**src/rtl/core/rgbhsl_pkg.sv**
```systemverilog
// Package: shared types, widths and constants for the RGB to HSL converter.
`timescale 1ns / 1ps
`default_nettype none
package rgbhsl_pkg;
   localparam int FB = 12;
   localparam int CW = FB + 1;
   localparam int QW = FB + 1;
   localparam logic [CW-1:0] ONE = CW'(1) << FB;
   localparam logic [FB-1:0] THIRD = FB'((2 ** FB + 1) / 3);
   localparam logic [FB-1:0] TWO_THIRD = FB'((2 * (2 ** FB) + 1) / 3);

   typedef struct packed {
      logic [CW-1:0] red;
      logic [CW-1:0] green;
      logic [CW-1:0] blue;
   } pix_in_type;

   typedef struct packed {
      logic [FB-1:0] hue;
      logic [CW-1:0] saturation;
      logic [CW-1:0] lightness;
   } pix_out_type;

   // classified item between front and back
   typedef struct packed {
      logic          gray;
      logic          negative;
      logic [FB-1:0] offset;
      logic [CW-1:0] mag;
      logic [CW-1:0] delta;
      logic [CW-1:0] den;
      logic [CW-1:0] lightness;
   } cls_type;
endpackage
`default_nettype wire

```
**src/rtl/core/rgb_to_hsl_converter.sv**
```systemverilog
// Top level: RGB to HSL converter, queue-style ports on both sides.
//
//  channel | ports                          | transfer when
//  req     | req_push, req_full, req_data   | req_push && !req_full
//  rsp     | rsp_pop, rsp_empty, rsp_data   | rsp_pop && !rsp_empty
//
// One pixel per clock sustained while rsp_pop keeps up; after its input transfer
// a result passes the front register, one queue slot, the divider pipeline (a
// load stage plus 13 quotient-bit stages) and the result register to rsp_data.
// Synchronous reset clears all valid flags and queue pointers.
// A stalled result freezes the divider pipeline; the 4-entry queue and the
// front register absorb input until full rises.
`timescale 1ns / 1ps
`default_nettype none
module rgb_to_hsl_converter import rgbhsl_pkg::*; (
   input  wire logic  clock,
   input  wire logic  reset,
   input  wire logic  req_push,
   output logic       req_full,
   input  pix_in_type req_data,
   input  wire logic  rsp_pop,
   output logic       rsp_empty,
   output pix_out_type rsp_data
);
   logic    f_rdy, f_v, q_rdy, q_v, b_rdy, b_v;
   cls_type f_c, q_c;

   rgbhsl_front u_front (.clock, .reset, .in_valid(req_push), .in_pix(req_data),
      .in_ready(f_rdy), .out_valid(f_v), .out_cls(f_c), .out_ready(q_rdy));
   rgbhsl_queue u_queue (.clock, .reset, .in_valid(f_v), .in_cls(f_c),
      .in_ready(q_rdy), .out_valid(q_v), .out_cls(q_c), .out_ready(b_rdy));
   rgbhsl_back u_back (.clock, .reset, .in_valid(q_v), .in_cls(q_c),
      .in_ready(b_rdy), .out_valid(b_v), .out_pix(rsp_data), .out_ready(rsp_pop));

   assign req_full  = !f_rdy;
   assign rsp_empty = !b_v;

   a_no_full_after_reset: assert property (@(posedge clock)
      $past(reset) |-> !req_full) else $error("full after reset");
   a_hold_on_stall: assert property (@(posedge clock) disable iff (reset)
      (!rsp_empty && !rsp_pop) |=> $stable(rsp_data)) else $error("result moved");
   a_hue_gray: assert property (@(posedge clock) disable iff (reset)
      (!rsp_empty && rsp_data.saturation == '0) |-> rsp_data.hue == '0)
      else $error("gray hue");
endmodule
`default_nettype wire

```
**src/rtl/core/rgbhsl_front.sv**
```systemverilog
// Front end: clamp, max/min, classification of one pixel per cycle while out_ready allows.
`timescale 1ns / 1ps
`default_nettype none
module rgbhsl_front import rgbhsl_pkg::*; (
   input  wire logic       clock,
   input  wire logic       reset,
   input  wire logic       in_valid,
   input  pix_in_type      in_pix,
   output logic            in_ready,
   output logic            out_valid,
   output cls_type         out_cls,
   input  wire logic       out_ready
);
   logic          valid_ff, valid_in;
   cls_type       cls_ff, cls_in;
   logic [CW-1:0] rv, gv, bv, mx, mn, pos, neg;
   logic [CW:0]   sum;

   function automatic logic [CW-1:0] clamp(input logic [CW-1:0] v);
      return (v > ONE) ? ONE : v;
   endfunction

   always_comb begin
      rv = clamp(in_pix.red);
      gv = clamp(in_pix.green);
      bv = clamp(in_pix.blue);
      mx = rv;
      mn = rv;
      if (gv > mx) mx = gv;
      if (bv > mx) mx = bv;
      if (gv < mn) mn = gv;
      if (bv < mn) mn = bv;
      sum = {1'b0, mx} + {1'b0, mn};
      if (rv == mx) begin
         pos = gv; neg = bv; cls_in.offset = '0;
      end else if (gv == mx) begin
         pos = bv; neg = rv; cls_in.offset = THIRD;
      end else begin
         pos = rv; neg = gv; cls_in.offset = TWO_THIRD;
      end
      cls_in.gray      = (mx == mn);
      cls_in.negative  = neg > pos;
      cls_in.mag       = cls_in.negative ? (neg - pos) : (pos - neg);
      cls_in.delta     = mx - mn;
      cls_in.den       = (sum < {1'b0, ONE}) ? sum[CW-1:0]
                                              : CW'({ONE, 1'b0} - sum);
      cls_in.lightness = sum[CW:1];
   end

   assign in_ready  = !valid_ff || out_ready;
   assign valid_in  = in_ready ? in_valid : valid_ff;
   assign out_valid = valid_ff;
   assign out_cls   = cls_ff;

   always_ff @(posedge clock) begin
      if (reset) valid_ff <= 1'b0;
      else       valid_ff <= valid_in;
      if (in_ready && in_valid) cls_ff <= cls_in;
   end
endmodule
`default_nettype wire

```
**src/rtl/core/rgbhsl_queue.sv**
```systemverilog
// Short queue between the front and back ends.
`timescale 1ns / 1ps
`default_nettype none
module rgbhsl_queue import rgbhsl_pkg::*; (
   input  wire logic clock,
   input  wire logic reset,
   input  wire logic in_valid,
   input  cls_type   in_cls,
   output logic      in_ready,
   output logic      out_valid,
   output cls_type   out_cls,
   input  wire logic out_ready
);
   cls_type     mem [4];
   logic [1:0]  wr_ff, wr_in, rd_ff, rd_in;
   logic [2:0]  cnt_ff, cnt_in;
   logic        push, pop;

   assign in_ready  = cnt_ff != 3'd4;
   assign out_valid = cnt_ff != 3'd0;
   assign out_cls   = mem[rd_ff];
   assign push      = in_valid && in_ready;
   assign pop       = out_valid && out_ready;
   assign wr_in     = wr_ff + 2'(push);
   assign rd_in     = rd_ff + 2'(pop);
   assign cnt_in    = cnt_ff + 3'(push) - 3'(pop);

   always_ff @(posedge clock) begin
      if (reset) begin
         wr_ff <= '0; rd_ff <= '0; cnt_ff <= '0;
      end else begin
         wr_ff <= wr_in; rd_ff <= rd_in; cnt_ff <= cnt_in;
      end
      if (push) mem[wr_ff] <= in_cls;
   end
endmodule
`default_nettype wire

```
**src/rtl/core/rgbhsl_back.sv**
```systemverilog
// Back end: pipelined restoring dividers for saturation and hue.
`timescale 1ns / 1ps
`default_nettype none
module rgbhsl_back import rgbhsl_pkg::*; (
   input  wire logic  clock,
   input  wire logic  reset,
   input  wire logic  in_valid,
   input  cls_type    in_cls,
   output logic       in_ready,
   output logic       out_valid,
   output pix_out_type out_pix,
   input  wire logic  out_ready
);
   // one quotient bit per stage, QW stages; quotients fit in QW bits
   localparam int NS = QW;
   localparam int RW = CW + 4;

   logic          v_ff [NS+1];
   cls_type       c_ff [NS+1];
   logic [RW-1:0] sr_ff [NS+1], hr_ff [NS+1];
   logic [QW-1:0] sq_ff [NS+1], hq_ff [NS+1];
   logic          adv;
   logic          res_v_ff;
   pix_out_type   res_ff, res_in;
   logic [QW-1:0] q;
   logic [FB:0]   hs;

   assign adv      = !res_v_ff || out_ready;
   assign in_ready = adv;

   always_ff @(posedge clock) begin
      if (reset) begin
         for (int i = 0; i <= NS; i++) v_ff[i] <= 1'b0;
         res_v_ff <= 1'b0;
      end else if (adv) begin
         v_ff[0] <= in_valid;
         for (int i = 1; i <= NS; i++) v_ff[i] <= v_ff[i-1];
         res_v_ff <= v_ff[NS];
      end
      if (adv) begin
         c_ff[0]  <= in_cls;
         // dividend is x*ONE; its bits above the quotient width seed the remainder
         sr_ff[0] <= RW'(in_cls.delta >> 1);
         hr_ff[0] <= RW'(in_cls.mag >> 1);
         sq_ff[0] <= '0; hq_ff[0] <= '0;
         res_ff   <= res_in;
         for (int i = 1; i <= NS; i++) begin
            logic [RW-1:0] sr, hr, hd;
            // first stage brings in bit 0 of the dividend's x, then zeros
            sr = {sr_ff[i-1][RW-2:0], (i == 1) ? c_ff[i-1].delta[0] : 1'b0};
            hr = {hr_ff[i-1][RW-2:0], (i == 1) ? c_ff[i-1].mag[0] : 1'b0};
            hd = RW'(c_ff[i-1].delta) * RW'(6);
            c_ff[i] <= c_ff[i-1];
            if (sr >= RW'(c_ff[i-1].den)) begin
               sr_ff[i] <= sr - RW'(c_ff[i-1].den);
               sq_ff[i] <= {sq_ff[i-1][QW-2:0], 1'b1};
            end else begin
               sr_ff[i] <= sr;
               sq_ff[i] <= {sq_ff[i-1][QW-2:0], 1'b0};
            end
            if (hr >= hd) begin
               hr_ff[i] <= hr - hd;
               hq_ff[i] <= {hq_ff[i-1][QW-2:0], 1'b1};
            end else begin
               hr_ff[i] <= hr;
               hq_ff[i] <= {hq_ff[i-1][QW-2:0], 1'b0};
            end
         end
      end
   end

   always_comb begin
      q = hq_ff[NS];
      if (!c_ff[NS].negative)
         hs = {1'b0, c_ff[NS].offset} + q;
      else if (q <= QW'(c_ff[NS].offset))
         hs = {1'b0, c_ff[NS].offset} - q;
      else
         hs = {1'b0, ONE[FB-1:0]} + {1'b0, c_ff[NS].offset} - q;
      res_in.lightness  = c_ff[NS].lightness;
      res_in.hue        = c_ff[NS].gray ? '0 : hs[FB-1:0];
      res_in.saturation = c_ff[NS].gray ? '0 : sq_ff[NS];
   end

   assign out_valid = res_v_ff;
   assign out_pix   = res_ff;
endmodule
`default_nettype wire
```
**config.mk**
```make
export PLATFORM = sky130hd
export DESIGN_NAME = rgb_to_hsl_converter
export DESIGN_NICKNAME = d
export VERILOG_FILES = /design/src/rtl/core/rgbhsl_pkg.sv /design/src/rtl/core/rgb_to_hsl_converter.sv /design/src/rtl/core/rgbhsl_front.sv /design/src/rtl/core/rgbhsl_queue.sv /design/src/rtl/core/rgbhsl_back.sv
export SDC_FILE = /design/constraint.sdc
export NUM_CORES = 2
export LEC_CHECK = 0
export BUFFER_PORTS_ARGS = -buffer_cell sky130_fd_sc_hd__clkbuf_2
export CORE_MARGIN = 3
export CORE_UTILIZATION = 49
export DETAILED_ROUTE_END_ITERATION = 8
export MAX_ROUTING_LAYER = met4
export SLEW_MARGIN = 40
export SYNTH_ARGS = -nofsm -noshare
export SYNTH_HDL_FRONTEND = slang
export SYNTH_SLANG_ARGS = --single-unit
```
**constraint.sdc**
```tcl
create_clock -name clock -period 27.7 [get_ports clock]
set_input_delay 5.54 -clock clock [delete_from_list [all_inputs] [get_ports clock]]
set_output_delay 5.54 -clock clock [all_outputs]
set_load 0.005 [all_outputs]
```
==> metrics <==
deepest level of the CTS H-tree 4; Hold Violations, Final 0; type of destination of the critical path register; Die Y-Extent 408 um; final cell area excluding filler cells a little under 90000 sq um; Min-Delay Path Depth 0; antenna violations before repair 0; final setup slack of the worst path 13.28 ns; Post-Synthesis Net Count 7031; Yosys Warn Count 0; antenna viol nets, final 0; crit path time final roughly 14 ns; RSZ-0062 raised after global routing no; total number of clock tree sinks roughly 1500; commonest cells after routing, fill and taps aside sky130_fd_sc_hd__edfxtp_1 (1461), sky130_fd_sc_hd__ha_1 (643), sky130_fd_sc_hd__nor2_1 (487); clock buffers created by TritonCTS ~160; Setup WS pre-CTS between 10 and 15 ns; maximum fanout count along the critical path between 50 and 60; TNS Setup 0 ns; status finished clean; combined area of all synthesized cells approximately 80000 sq um; vias in the first global route between 40000 and 50000; cell accounting for the most synthesized area sky130_fd_sc_hd__edfxtp_1; count of cell types in the netlist just under 100; Die ar. 166000 sq um; drt initial violations roughly 2400; DRC violation count after routing 0; number of resized instances in the post-cts repair step 0; number of nets in the layout about 7200; routability congestion estimate from global placement 0.910; FILL cells about 13000; share of final-layout standard cells stronger than drive strength 1 between 10% and 20%; via-per-instance ratio 5.45; Synth Instances 6312; Slew Limit Headroom a little over two fifths; CP Data Arrival Time approximately 15 ns; Reg2Reg Depth 19; number of enable-type register cells in the synthesized netlist ~1500; number of iterations in the first detailed-routing pass 5; fraction of post-synthesis cell area in the top cell type by area around 55%; area overhead of the layout relative to synthesis 10.7%; number of placement rows between 100 and 150; Max Cap Viol 0; global-route wire length before repair ~260000 um; area after detailed placement 82200 sq um; critical path launch point type input pin; count of pins over their slew limit 0; vias after detailed routing between 40000 and 50000; CTS max path bufs 3; flops & latches, synth between 1000 and 1500; final setup vio count 0; All-Layer GR Usage between 10% and 20%; I/O pin total 83; # port buffers between 80 and 90; clock insertion delay at the later pin of the skew report approximately 0.8 ns; actual slew at the worst max-slew pin between 0.8 and 0.9 ns; Max Clk Rate 69.4 MHz; data required time at the worst endpoint between 20 and 30 ns; Routed Wire Length 159000 um; most used flip-flop cell after synthesis sky130_fd_sc_hd__edfxtp_1; leading cell type in the layout, fill and taps excluded sky130_fd_sc_hd__edfxtp_1; sequential cell area fraction in the yosys report around 56%; maximum number of pins on one net before global-route repair 140; placeable core region between 150000 and 200000 sq um; Min-Delay Path Class reg2reg; routed wire length per instance 18.2 um; post-CTS clock slew at the launch and capture registers of the worst setup and hold paths approximately 0.060 ns; mean instance size in the synthesized netlist ~13 sq um; final period utilization 52.0%; Post-CTS Setup Inserts 0; DP Wirelength 116000 um; clock tree from TritonCTS yes; largest incremental delay on the critical path 0.66 ns; post-cts hold buffer count 0; fraction of registers with async set/reset 0%; largest cells by area after synthesis sky130_fd_sc_hd__edfxtp_1 (55%), sky130_fd_sc_hd__ha_1 (10%), sky130_fd_sc_hd__xnor2_1 (3.4%); Root Buffer sky130_fd_sc_hd__clkbuf_16; initial core utilization approximately 50%; GR Overflow Total 0; kind of critical path in2reg; slowest stage cell, crit path sky130_fd_sc_hd__or4_2; floorplan die width ~410 um; worst clock skew on the final layout approximately 0.065 ns
[cell usage after synthesis (18+ instances only)]
| cell type | instances |
|---|---|
| sky130_fd_sc_hd__a211oi_1 | 23 |
| sky130_fd_sc_hd__a21boi_0 | 25 |
| sky130_fd_sc_hd__a21o_1 | 104 |
| sky130_fd_sc_hd__a21oi_1 | 426 |
| sky130_fd_sc_hd__a31oi_1 | 43 |
| sky130_fd_sc_hd__and2_1 | 53 |
| sky130_fd_sc_hd__and3_1 | 38 |
| sky130_fd_sc_hd__buf_2 | 18 |
| sky130_fd_sc_hd__clkbuf_1 | 85 |
| sky130_fd_sc_hd__edfxtp_1 | 1461 |
| sky130_fd_sc_hd__fa_1 | 33 |
| sky130_fd_sc_hd__ha_1 | 643 |
| sky130_fd_sc_hd__inv_1 | 445 |
| sky130_fd_sc_hd__mux2_2 | 118 |
| sky130_fd_sc_hd__mux2_4 | 21 |
| sky130_fd_sc_hd__mux2i_1 | 91 |
| sky130_fd_sc_hd__mux4_2 | 56 |
| sky130_fd_sc_hd__nand2_1 | 256 |
| sky130_fd_sc_hd__nand2b_1 | 84 |
| sky130_fd_sc_hd__nand3_1 | 139 |
| sky130_fd_sc_hd__nand4_1 | 69 |
| sky130_fd_sc_hd__nor2_1 | 491 |
| sky130_fd_sc_hd__nor2b_1 | 122 |
| sky130_fd_sc_hd__nor3_1 | 130 |
| sky130_fd_sc_hd__nor4_1 | 42 |
| sky130_fd_sc_hd__o2111ai_1 | 38 |
| sky130_fd_sc_hd__o211ai_1 | 22 |
| sky130_fd_sc_hd__o21a_1 | 68 |
| sky130_fd_sc_hd__o21ai_0 | 195 |
| sky130_fd_sc_hd__o21bai_1 | 79 |
| sky130_fd_sc_hd__o31ai_1 | 18 |
| sky130_fd_sc_hd__o41ai_1 | 26 |
| sky130_fd_sc_hd__or2_2 | 26 |
| sky130_fd_sc_hd__or3_1 | 48 |
| sky130_fd_sc_hd__xnor2_1 | 304 |
| sky130_fd_sc_hd__xor2_1 | 197 |
[critical path, delay by kind of cell]
| family | cells | cell delay [ns] |
|---|---|---|
| XOR/XNOR | 1 | 0.08 |
| multiplexers | 1 | 0.38 |
| adder cells (fa/ha/maj) | 3 | 0.88 |
| buffers and inverters | 6 | 1.75 |
| AO/OA/AOI/OAI | 16 | 4.18 |
| AND/OR/NAND/NOR | 6 | 2.05 |
[layout make-up]
| type | count | area (sq um) | share of cell area (%) |
|---|---|---|---|
| flip-flops and latches | 1473 | 44100 | 50.4 |
| multi-input cells | 4263 | 32800 | 37.5 |
| clock buffers | 195 | 4180 | 4.77 |
| well taps | 2146 | 2690 | 3.07 |
| inverters | 450 | 1710 | 1.95 |
| clock inverters | 91 | 1070 | 1.23 |
| repair buffers | 133 | 925 | 1.06 |
| diodes | 1 | 2.50 | 0.00286 |
[sequential cells by signal, indices dropped and copies added, names as in the netlist, 38 cells and up]
signal	cells
u_back.out_pix	38
u_front.out_cls	56
u_queue.mem	224
u_back.hr_ff	181
u_back.hq_ff	78
u_back.sq_ff	91
u_back.sr_ff	192
u_back.c_ff	590
[layer usage]
metal  track usage (%)  routed length, um  vias up
li1                  -                  -    23807
met1              24.5              71200    22979
met2              33.7              79300      646
met3              2.59               4550      267
met4              5.77               4100        0
met5                 -                  0        -
[stage by stage]
step	cells	util, %	hold slack (ns)
after floorplan	6312	-	0.400
after global placement	8459	51.5	0.400
after detailed placement	8465	51.6	0.405
after CTS	8751	54.9	0.371
after global routing	8751	54.9	0.388
final	8752	54.9	0.380
[final timing paths]
check,from,endpoint,slack [ns]
hold / removal,u_back.hq_ff[2][42]$_DFFE_PP_,u_back.hq_ff[3][4]$_DFFE_PP_,0.38
setup reg to reg,u_back.c_ff[1][92]$_DFFE_PN_,u_back.hr_ff[1][48]$_DFFE_PP_,22.14
hold reg to reg,u_back.hq_ff[2][42]$_DFFE_PP_,u_back.hq_ff[3][4]$_DFFE_PP_,0.38
setup / recovery,req_data[25],u_front.out_cls[46]$_DFFE_PP_,13.28
[cell families after synthesis]
group | share of synthesized area (%)
AOI/OAI and AO/OA | 10.2
adders and majority gates | 11.0
xor gates and xnor gates | 5.55
buffers and inverters | 2.90
and+or+nand+nor | 9.52
DFF | 55.8
muxes | 5.04
Power is not shown: default switching activity piles up to over one toggle a cycle in this logic, so the estimate is an artifact.
